===== src/hw/rtl/nalepb_pkg.sv =====
package nalepb_pkg;

    localparam int BYTE_W = 8;
    localparam int HELD_W = 6;
    localparam int HL_W   = 2;
    localparam int RUN_W  = 2;

    localparam logic [1:0] PH_SCAN   = 2'd0;
    localparam logic [1:0] PH_HEADER = 2'd1;
    localparam logic [1:0] PH_BODY   = 2'd2;

    localparam logic [BYTE_W-1:0] EPB_BYTE = 8'h03;
    localparam logic [BYTE_W-1:0] SC_BYTE  = 8'h01;

    localparam logic [RUN_W-1:0]  RUN_SAT  = 2'd2;
    localparam logic [HL_W-1:0]   HL_ONE   = 2'd1;
    localparam logic [HELD_W-1:0] HELD_ONE = 6'd1;
    localparam logic [HELD_W-1:0] HELD_SC  = 6'd2;

    typedef struct packed {
        logic [1:0]       phase;
        logic [HL_W-1:0]  header_left;
        logic [RUN_W-1:0] zero_run;
    } feed_state_t;

endpackage


===== src/hw/rtl/nalepb_feed.sv =====
module nalepb_feed
(
    input  nalepb_pkg::feed_state_t cur,
    input  logic [7:0]              data_byte,
    output logic                    emit,
    output nalepb_pkg::feed_state_t nxt
);
    import nalepb_pkg::*;

    always_comb
    begin
        nxt  = cur;
        emit = 1'b1;
        if (cur.phase == PH_HEADER)
        begin
            if (cur.header_left != '0)
            begin
                nxt.header_left = cur.header_left - HL_ONE;
            end
            if (cur.header_left <= HL_ONE)
            begin
                nxt.phase    = PH_BODY;
                nxt.zero_run = '0;
            end
        end
        else if (cur.zero_run >= RUN_SAT && data_byte == EPB_BYTE)
        begin
            // An emulation prevention byte after two zeros is removed.
            emit         = 1'b0;
            nxt.zero_run = '0;
        end
        else if (data_byte == '0)
        begin
            if (cur.zero_run < RUN_SAT)
            begin
                nxt.zero_run = cur.zero_run + 1'b1;
            end
        end
        else
        begin
            nxt.zero_run = '0;
        end
    end

endmodule


===== src/hw/rtl/nal_unit_epb_removal.sv =====
// Emulation prevention byte removal for one NAL unit at a time.
// The slave channel takes one byte per transaction in s_tdata, with s_tlast on
// the final byte of the unit. The master channel gives one byte per transaction
// in m_tdata; m_tuser[0] says whether a byte is present (clear for a bare end
// mark), m_tuser[1] reports that the leading zero count saturated, and m_tlast
// marks the last transaction of the unit.
// Each accepted byte is held in an input register and processed there. The
// result is registered in the output register, which drives m_tvalid. A new byte
// can be taken every cycle while the output is not stalled and no held zeros are
// being released. Leading zeros are held back in a counter. Releasing them takes
// a set-up step and then a step for each zero. A byte that ends the leading scan
// with held zeros therefore occupies the input register for the set-up step, the
// zero steps and its own step. A final byte that yields nothing ends on the last
// zero step instead, and so does a final zero byte that leaves zeros held.
// Reset clears the unit state, the input register and the output register.
// When m_tready is low the output register holds its transaction, the input
// register stops, and s_tready falls once the input register is full.
module nal_unit_epb_removal
#(
    parameter int HEADER_BYTES   = 2,
    parameter int MAX_HELD_ZEROS = 63
)
(
    input  logic       clk,
    input  logic       rst_n,
    input  logic       s_tvalid,
    output logic       s_tready,
    input  logic [7:0] s_tdata,   // [7:0] data_byte
    input  logic       s_tlast,
    output logic       m_tvalid,
    input  logic       m_tready,
    output logic [7:0] m_tdata,   // [7:0] out_byte
    output logic [1:0] m_tuser,   // [0] byte_present, [1] zero_overflow
    output logic       m_tlast
);
    import nalepb_pkg::*;

    localparam logic [HL_W-1:0]   HEADER_INIT = HL_W'(HEADER_BYTES);
    localparam logic [HELD_W-1:0] HELD_MAX    = HELD_W'(MAX_HELD_ZEROS);

    feed_state_t feed_reg, feed_next;
    feed_state_t feed_in_state, feed_out;
    logic        feed_emit;
    logic [7:0]  feed_in_byte;

    logic [HELD_W-1:0] held_reg, held_next;
    logic              ovf_reg, ovf_next;

    logic              pend_valid_reg;
    logic [7:0]        pend_byte_reg;
    logic              pend_last_reg;
    logic              pend_started_reg, started_next;
    logic [HELD_W-1:0] pend_flush_reg, flush_next;
    logic              pend_tail_reg, tail_next;

    logic       out_valid_reg;
    logic [7:0] out_byte_reg;
    logic       out_present_reg;
    logic       out_end_reg;
    logic       out_ovf_reg;

    logic       slot_free, step_go, step_done, use_feed;
    logic       res_valid, res_present, res_end;
    logic [7:0] res_byte;
    logic       in_take;
    logic       tail_drop;

    nalepb_feed u_feed
    (
        .cur       (feed_in_state),
        .data_byte (feed_in_byte),
        .emit      (feed_emit),
        .nxt       (feed_out)
    );

    always_comb
    begin
        slot_free     = !out_valid_reg || m_tready;
        step_go       = pend_valid_reg && slot_free;
        feed_in_state = feed_reg;
        feed_in_byte  = pend_byte_reg;
        use_feed      = 1'b0;
        step_done     = 1'b0;
        tail_drop     = 1'b0;
        feed_next     = feed_reg;
        held_next     = held_reg;
        ovf_next      = ovf_reg;
        started_next  = pend_started_reg;
        flush_next    = pend_flush_reg;
        tail_next     = pend_tail_reg;

        if (!pend_started_reg)
        begin
            if (feed_reg.phase == PH_SCAN)
            begin
                if (pend_byte_reg == '0)
                begin
                    if (held_reg < HELD_MAX)
                    begin
                        held_next = held_reg + HELD_ONE;
                    end
                    else
                    begin
                        ovf_next = 1'b1;
                    end
                    if (pend_last_reg)
                    begin
                        started_next = 1'b1;
                        flush_next   = held_next;
                        tail_next    = 1'b0;
                    end
                    else
                    begin
                        step_done = 1'b1;
                    end
                end
                else if (pend_byte_reg == SC_BYTE && held_reg >= HELD_SC)
                begin
                    // Start code: the held zeros and the 0x01 are dropped.
                    held_next = '0;
                    feed_next = '{phase: PH_HEADER, header_left: HEADER_INIT,
                                  zero_run: '0};
                    step_done = 1'b1;
                end
                else if (held_reg == '0)
                begin
                    feed_in_state = '{phase: PH_HEADER, header_left: HEADER_INIT,
                                      zero_run: feed_reg.zero_run};
                    use_feed      = 1'b1;
                    step_done     = 1'b1;
                end
                else
                begin
                    // Release the held zeros first; this byte follows them.
                    feed_next    = '{phase: PH_HEADER, header_left: HEADER_INIT,
                                     zero_run: feed_reg.zero_run};
                    held_next    = '0;
                    started_next = 1'b1;
                    flush_next   = held_reg;
                    tail_next    = 1'b1;
                end
            end
            else
            begin
                use_feed  = 1'b1;
                step_done = 1'b1;
            end
        end
        else if (pend_flush_reg != '0)
        begin
            feed_in_byte = '0;
            use_feed     = 1'b1;
            flush_next   = pend_flush_reg - HELD_ONE;
            // A final byte that would be removed after the released zeros ends the
            // unit on the last released zero instead.
            tail_drop    = pend_tail_reg && pend_last_reg && feed_out.phase != PH_HEADER &&
                           feed_out.zero_run >= RUN_SAT && pend_byte_reg == EPB_BYTE;
            step_done    = (pend_flush_reg == HELD_ONE) && (!pend_tail_reg || tail_drop);
        end
        else
        begin
            use_feed  = 1'b1;
            step_done = 1'b1;
        end

        if (use_feed)
        begin
            feed_next = feed_out;
        end

        res_present = use_feed && feed_emit;
        res_end     = step_done && pend_last_reg;
        res_valid   = res_present || res_end;
        res_byte    = res_present ? feed_in_byte : '0;

        if (res_end)
        begin
            feed_next = '{phase: PH_SCAN, header_left: HEADER_INIT, zero_run: '0};
            held_next = '0;
            ovf_next  = 1'b0;
        end
    end

    assign s_tready = !pend_valid_reg || (step_go && step_done);
    assign in_take  = s_tvalid && s_tready;

    always_ff @(posedge clk or negedge rst_n)
    begin
        if (!rst_n)
        begin
            feed_reg         <= '{phase: PH_SCAN, header_left: HEADER_INIT, zero_run: '0};
            held_reg         <= '0;
            ovf_reg          <= 1'b0;
            pend_valid_reg   <= 1'b0;
            pend_started_reg <= 1'b0;
            pend_flush_reg   <= '0;
            pend_tail_reg    <= 1'b0;
            out_valid_reg    <= 1'b0;
        end
        else
        begin
            if (step_go)
            begin
                feed_reg <= feed_next;
                held_reg <= held_next;
                ovf_reg  <= ovf_next;
            end
            if (in_take)
            begin
                pend_valid_reg   <= 1'b1;
                pend_started_reg <= 1'b0;
                pend_flush_reg   <= '0;
                pend_tail_reg    <= 1'b0;
            end
            else if (step_go)
            begin
                pend_valid_reg   <= !step_done;
                pend_started_reg <= started_next;
                pend_flush_reg   <= flush_next;
                pend_tail_reg    <= tail_next;
            end
            if (slot_free)
            begin
                out_valid_reg <= step_go && res_valid;
            end
        end
    end

    always_ff @(posedge clk)
    begin
        if (in_take)
        begin
            pend_byte_reg <= s_tdata;
            pend_last_reg <= s_tlast;
        end
        if (step_go && res_valid)
        begin
            out_byte_reg    <= res_byte;
            out_present_reg <= res_present;
            out_end_reg     <= res_end;
            out_ovf_reg     <= ovf_reg;
        end
    end

    assign m_tvalid = out_valid_reg;
    assign m_tdata  = out_byte_reg;
    assign m_tuser  = {out_ovf_reg, out_present_reg};
    assign m_tlast  = out_end_reg;

endmodule


===== config.mk =====
export PLATFORM = sky130hd
export DESIGN_NAME = nal_unit_epb_removal
export DESIGN_NICKNAME = d
export VERILOG_FILES = /design/src/hw/rtl/nalepb_pkg.sv /design/src/hw/rtl/nalepb_feed.sv /design/src/hw/rtl/nal_unit_epb_removal.sv
export SDC_FILE = /design/constraint.sdc
export NUM_CORES = 1
export LEC_CHECK = 0
export BUFFER_PORTS_ARGS = -buffer_cell sky130_fd_sc_hd__buf_4
export CORE_ASPECT_RATIO = 1.5
export CORE_UTILIZATION = 30
export CTS_BUF_LIST = sky130_fd_sc_hd__clkbuf_8 sky130_fd_sc_hd__clkbuf_16
export DETAILED_ROUTE_END_ITERATION = 10
export HOLD_SLACK_MARGIN = 0.02
export SETUP_SLACK_MARGIN = 0.1
export SLEW_MARGIN = 20
export SYNTH_ARGS = -nofsm -noshare
export SYNTH_HDL_FRONTEND = slang
export SYNTH_SLANG_ARGS = --single-unit

===== constraint.sdc =====
create_clock -name clk -period 3 [get_ports clk]
set_input_delay 0.45 -clock clk [delete_from_list [all_inputs] [get_ports clk]]
set_output_delay 0.45 -clock clk [all_outputs]
set_load 0.1 [all_outputs]

==> results of run 1 <==
worst reg2reg max path, stage by stage (launching register included):
cell,delay (ns)
edfxtp_1,0.39
or4_4,0.63
a211o_1,0.32
buf_4,0.16
a31o_2,0.32
o31ai_4,0.11
a21oi_2,0.09
buf_4,0.21
or2_1,0.21
what timing repair did:
action,4_1_cts,5_1_grt
buffers inserted,0,1
endpoints found under the setup margin,1,1
resized for setup,2,6
pin swaps,0,3
hold buffers,0,0
per-stage QoR:
step / cells / hold WS, ns / util, % / setup WS, ns
floorplan: 237 / 0.154 / - / 0.188
global placement: 363 / 0.374 / 34.8 / 0.409
detailed placement: 363 / 0.369 / 34.8 / 0.353
CTS: 371 / 0.0610 / 36.8 / 0.104
global route: 372 / 0.0654 / 37.3 / 0.106
finish: 372 / 0.0495 / 37.3 / 0.177
cell usage after synthesis (all sizes together), types with 5 or more instances:
| master | n | area [µm²] |
|---|---|---|
| a21oi | 23 | 119 |
| ha | 8 | 100 |
| and2 | 9 | 56.3 |
| edfxtp | 20 | 601 |
| nor3 | 10 | 77.6 |
| nand2 | 15 | 56.3 |
| inv | 13 | 48.8 |
| o21ai | 8 | 47.5 |
| nand3 | 11 | 55.1 |
| and3 | 5 | 31.3 |
| buf | 7 | 57.5 |
| clkbuf | 5 | 18.8 |
| dfrtp | 22 | 551 |
| a31oi | 6 | 52.6 |
| nor2 | 12 | 47.6 |
worst paths after layout:
kind	cells after the start	endpoint	from	slack, ns
max	6	s_tready	pend_byte_reg[2]	0.18
min	1	pend_flush_reg[0]	rst_n	0.05
max reg2reg	8	m_tvalid	pend_byte_reg[4]	0.44
min reg2reg	0	out_ovf_reg	ovf_reg	0.48
max in group asynchronous	1	feed_reg[3]	rst_n	2.65
min in group clk	1	pend_byte_reg[7]	s_tdata[7]	0.34
report_power, final:
part           switching [mW]  internal (mW)  total (mW)
clock network           0.240          0.311       0.551
registers              0.0666          0.700       0.766
logic                   0.431          0.178       0.609
total                   0.737           1.19        1.93
metal layers:
metal | wire length [µm] | GRT usage (%) | up-vias
met3 | 170 | 2.56 | 13
met1 | 2390 | 16.1 | 973
met5 | 0 | 0 | -
met2 | 3110 | 25.8 | 46
met4 | 172 | 6.03 | 0
li1 | - | - | 962
cell type report:
class / instances / area, µm²
sequential: 43 / 1180
inverter: 13 / 48.8
clock buffer: 5 / 125
fill: 809 / 5020
tap: 105 / 131
clock inverter: 3 / 23.8
multi-input combinational: 169 / 1210
timing repair buffer: 34 / 268
kinds of logic (layout without fill, tap and decap cells):
kind of cell | Yosys count | in the layout | synth area share (%)
compound gates | 74 | 74 | 22.2
fa+ha+maj | 8 | 8 | 4.03
buf+inv | 25 | 55 | 5.04
flops | 43 | 43 | 47.4
xor+xnor | 2 | 2 | 0.705
simple gates | 85 | 85 | 20.7
==> results.md, run 1 <==
* Die ar. at 0.00865 mm²
* Ys Warns at 0
* Crit Path Class: reg -> out
* RSZ-0062 raised after global routing: false
* Top Family by Delay on Critical Path: compound AO/OA/AOI/OAI gates
* Synth Instances at 237
* CTS Buffer Depth at 2
* Synth Net Count at 258
* Crit-path cells: or4bb_4, a2111oi_4, o2111a_1, o211ai_1, nand2_1, buf_12
* Ys async rst share at 53.5%
* Chip height at 113 µm
* Setup violators final at 0
* EDFF count, synth at 20
* Vias in the first global route at 2036
* Largest net degree at the start of global routing at 24
* First drt pass iteration count at 4
* Final GP Congestion at 0.811
* Critical Path Source Type: flip-flop
* Post-route ant nets at 0
* DR vias/cell at 5.36
* Fmax at 354 MHz
* H-tree depth at 2
* Rows at 40
* Initial core utilization at 31.0%
* Antenna diodes at 0
* Worst hold path type: in -> async
* Critical path capture point type: primary output
* Most common cell after layout, fill and taps aside: buf_4
* Vias at 1994
* Post-DP HPWL at 4.35 mm
* Total Routing Usage GR at 14.2%
* # nets final at 287
* Die Wd at 76.3 µm
* Final min period at 2.82 ns
* LEAKAGE at 1.13 nW
* Worst-Skew Late Latency at 0.29 ns
* Root buffer cell: clkbuf_16
* Commonest non-fill, non-tap cells in the layout: buf_4, dfrtp_1, a21oi_1
* Share of cells above drive strength 1 at 25.1%
* CP Data Required Time at 2.55 ns
* DRC Markers at 0
* Routed wire length at 5.84 mm
* Core Region at 0.00801 mm²
* Area Growth Syn to Fin at 20.2%
* Max_cap viols at 0
* Rel. slew slack at 64.3%
* Status: finished clean
* Period utilization at 94.1%
* CP max FO at 3
* Synth cell types at 64
* Slowest cell delay on critical path at 0.58 ns
* Overflow after GRT at 0
* Setup TNS at 0 ns
* Synthesized flop and latch total at 43
* IR drop worst, VDD at 0.000284 V
* Wire length per cell at 15.7 µm
* First-pass GRT wire length at 9.76 mm
* Antenna violations before repair at 0
* Top FF cell, synth: dfrtp_1
* CTS buffer count at 5
* Port Buffer Count at 25
* Power, Total at 1.93 mW
* Max-slew violation count at 0
* Slowest-stage cell, CP: or4bb_4
* Final Cell Area at 0.00299 mm²
* CP bufs+invs at 1
* Power Dens Cells at 645 mW/mm²
* Top Ports at 26
* Seq/Total Area, Yosys at 47.4%
* Clock sink count at 43
* Cell area after synthesis at 0.00248 mm²
* Worst-margin pin slew at 0.534 ns
* Data arrival, critical path at 2.37 ns
* Worst Skew at 0.00926 ns
* Clk slew on worst S/H paths at 0.06 ns
* Mapped Avg Cell Area at 10.5 µm²
* CTS tree: yes
* Final hold violations at 0
* Placed instance area at 0.00279 mm²
* 1st-iter DRT viols at 116
Power figures use the tool's default switching activity.
==> inputs of run 2 (changes only) <==
==> constraint.sdc (replaced) <==
create_clock -name clk -period 3 [get_ports clk]
set_input_delay 0.15 -clock clk [delete_from_list [all_inputs] [get_ports clk]]
set_output_delay 0.15 -clock clk [all_outputs]
set_load 0.1 [all_outputs]
==> run 2 against run 1 <==
- combinational power down 1%
- maximum frequency rose by 5.2%
- first-iteration DRC count increased by 9.5%
- critical endpoint unchanged
- largest power group unchanged
==> results.md, run 2 (synthesis gave the netlist of run 1 again) <==
* Status: finished clean
* Comb pwr share at 31.5% (about the same)
* Power Internal at 1.18 mW (-0.67%)
* Share of cells above drive strength 1 at 23.6% (-1.5 points)
* Die Wd at 76.3 µm (unchanged)
* Power Dens Cells at 646 mW/mm² (about the same)
* Die ar. at 0.00865 mm² (unchanged)
* Worst hold path type: in -> reg
* Reg area at 0.00118 mm² (unchanged)
* Top Metal Used: met4
* Antenna diodes at 0 (unchanged)
* Commonest non-fill, non-tap cells in the layout: buf_4, dfrtp_1, a21oi_1
* Footprint of the multi-input gates at 0.00118 mm² (-2.2%)
* Crit-path cells: or4_4, nor3_4, a32oi_1, o211ai_1, nand2_1, buf_4
* Rows at 40 (unchanged)
* Max_cap viols at 0 (unchanged)
* Slowest cell delay on critical path at 0.62 ns (+0.04 ns)
* Final min period at 2.68 ns (-0.140 ns)
* Clock network fraction of total power at 28.4% (-0.2 points)
* Port Buffer Count at 25 (unchanged)
* Final GP Congestion at 0.811 (about the same)
* Final hold violations at 0 (unchanged)
* Worst-Skew Late Latency at 0.29 ns (about the same)
* First drt pass iteration count at 4 (unchanged)
* Slowest-stage cell, CP: or4_4
* Met3 WL at 207 µm (+22%)
* DRC Markers at 0 (unchanged)
* Worst Skew at 0.00462 ns (-0.00464 ns)
* First-pass GRT wire length at 10.0 mm (+2.8%)
* Setup TNS at 0 ns (unchanged)
* Overflow after GRT at 0 (unchanged)
* Setup violators final at 0 (unchanged)
* # nets final at 287 (unchanged)
* Total Routing Usage GR at 14.9% (+0.72 points)
* Vias at 2001 (+0.35%)
* Layout fillers at 811 (+0.25%)
* Vias in the first global route at 1987 (-2.4%)
* Worst-margin pin slew at 0.588 ns (+0.0535 ns)
* CTS tree: yes
* Critical Path Source Type: flip-flop
* RSZ-0062 raised after global routing: false
* Root buffer cell: clkbuf_16
* Most common cell after layout, fill and taps aside: buf_4
* CP max FO at 9 (+6)
* CP Data Required Time at 2.85 ns (+0.30 ns)
* Largest net degree at the start of global routing at 24 (unchanged)
* Area Growth Syn to Fin at 18.8%
* DR vias/cell at 5.38 (+0.35%)
* Max-slew violation count at 0 (unchanged)
* Seq pwr share at 40.1% (+0.3 points)
* Sw power at 0.724 mW (-1.8%)
* Post-DP HPWL at 4.66 mm (+7.0%)
* Crit Path Class: reg -> out
* IR drop worst, VDD at 0.000295 V (+3.9%)
* Clk slew on worst S/H paths at 0.06 ns (about the same)
* Wl on met1 at 2.34 mm (-2.1%)
* Wire length on met2 at 3.42 mm (+9.9%)
* CTS Buffer Depth at 2 (unchanged)
* Wire length per cell at 16.4 µm (+4.4%)
* Data arrival, critical path at 2.53 ns (+0.16 ns)
* Sw frac at 38.0% (-0.27 points)
* Fmax at 373 MHz (+5.2%)
* LEAKAGE at 1.13 nW (-0.36%)
* Post-route ant nets at 0 (unchanged)
* Critical path capture point type: primary output
* H-tree depth at 2 (unchanged)
* Period utilization at 89.4% (-4.7 points)
* Final core utilization at 36.8% (-0.44 points)
* 1st-iter DRT viols at 127 (+9.5%)
* Rel. slew slack at 60.7% (-3.6 points)
* Antenna violations before repair at 0 (unchanged)
* Core Region at 0.00801 mm² (unchanged)
* Chip height at 113 µm (unchanged)
* Clock sink count at 43 (unchanged)
* Initial core utilization at 31.0% (unchanged)
* Top Ports at 26 (unchanged)
* CTS buffer count at 5 (unchanged)
* Routed wire length at 6.10 mm (+4.4%)
run 2: cell types whose count changed in the layout (fill, tap and decap cells not counted), sizes merged:
| cell | delta |
|---|---|
| buf | -1 |
| clkinv | +2 |
| clkinvlp | -1 |
| dlygate4sd3 | +1 |
| inv | -1 |
run 2: power by group through the flow:
stage	logic, mW	clock network [mW]	registers [mW]
global placement	0.595	0	0.773
floorplan	0.310	0	0.897
global route	0.636	0.576	0.771
finish	0.601	0.541	0.763
detailed placement	0.598	0	0.772
CTS	0.600	0.552	0.762
run 2: per-layer routing:
| layer | vias to the layer above | track usage [%] |
|---|---|---|
| li1 | 953 | - |
| met3 | 12 | 2.40 |
| met4 | 0 | 5.90 |
| met5 | - | 0 |
| met2 | 52 | 29.2 |
| met1 | 984 | 15.5 |
run 2: timing repair:
item,4_1_cts,5_1_grt
resized for setup,0,1
setup buffers,0,0
endpoints found under the setup margin,0,1
hold endpoints to repair,22,0
hold buffers,1,0
run 2: final timing paths:
check                                 startpoint           endpoint  slack [ns]  depth (start not counted)
min in group asynchronous                  rst_n  pend_flush_reg[0]        0.29                          2
worst min-delay path                     s_tlast      pend_last_reg        0.04                          1
max in group asynchronous                  rst_n        feed_reg[3]        2.41                          2
worst min register to register           ovf_reg        out_ovf_reg        0.48                          0
worst max register to register  pend_byte_reg[4]        held_reg[4]        0.46                          7
worst max-delay path            pend_byte_reg[4]           s_tready        0.32                          6
run 2: metrics by stage:
stage / instance area [µm²] / cells / hold slack [ns] / total power [mW] / setup slack, ns
floorplan: 2480 / 237 / -0.146 / 1.21 / 0.387
global placement: 2790 / 363 / 0.0710 / 1.37 / 0.533
detailed placement: 2790 / 363 / 0.0702 / 1.37 / 0.466
CTS: 2950 / 372 / 0.0356 / 1.91 / 0.280
global route: 2950 / 372 / 0.0358 / 1.98 / 0.136
finish: 2950 / 372 / 0.0379 / 1.91 / 0.318
run 2: final cells by class:
cell class / instances / share of cell area [%]
Multi-Input combinational cell: 169 / 40.2
Clock inverter: 3 / 0.848
Sequential cell: 43 / 39.9
Inverter: 13 / 1.65
Clock buffer: 5 / 4.24
Tap cell: 105 / 4.45
Timing Repair Buffer: 34 / 8.74
run 2: critical path, delay by kind of cell, from the launching register on:
family | cells | cell delay (ns)
buffers and inverters | 1 | 0.25
AOI/OAI and AO/OA | 2 | 0.49
and+or+nand+nor | 3 | 1.12
DFF | 1 | 0.38
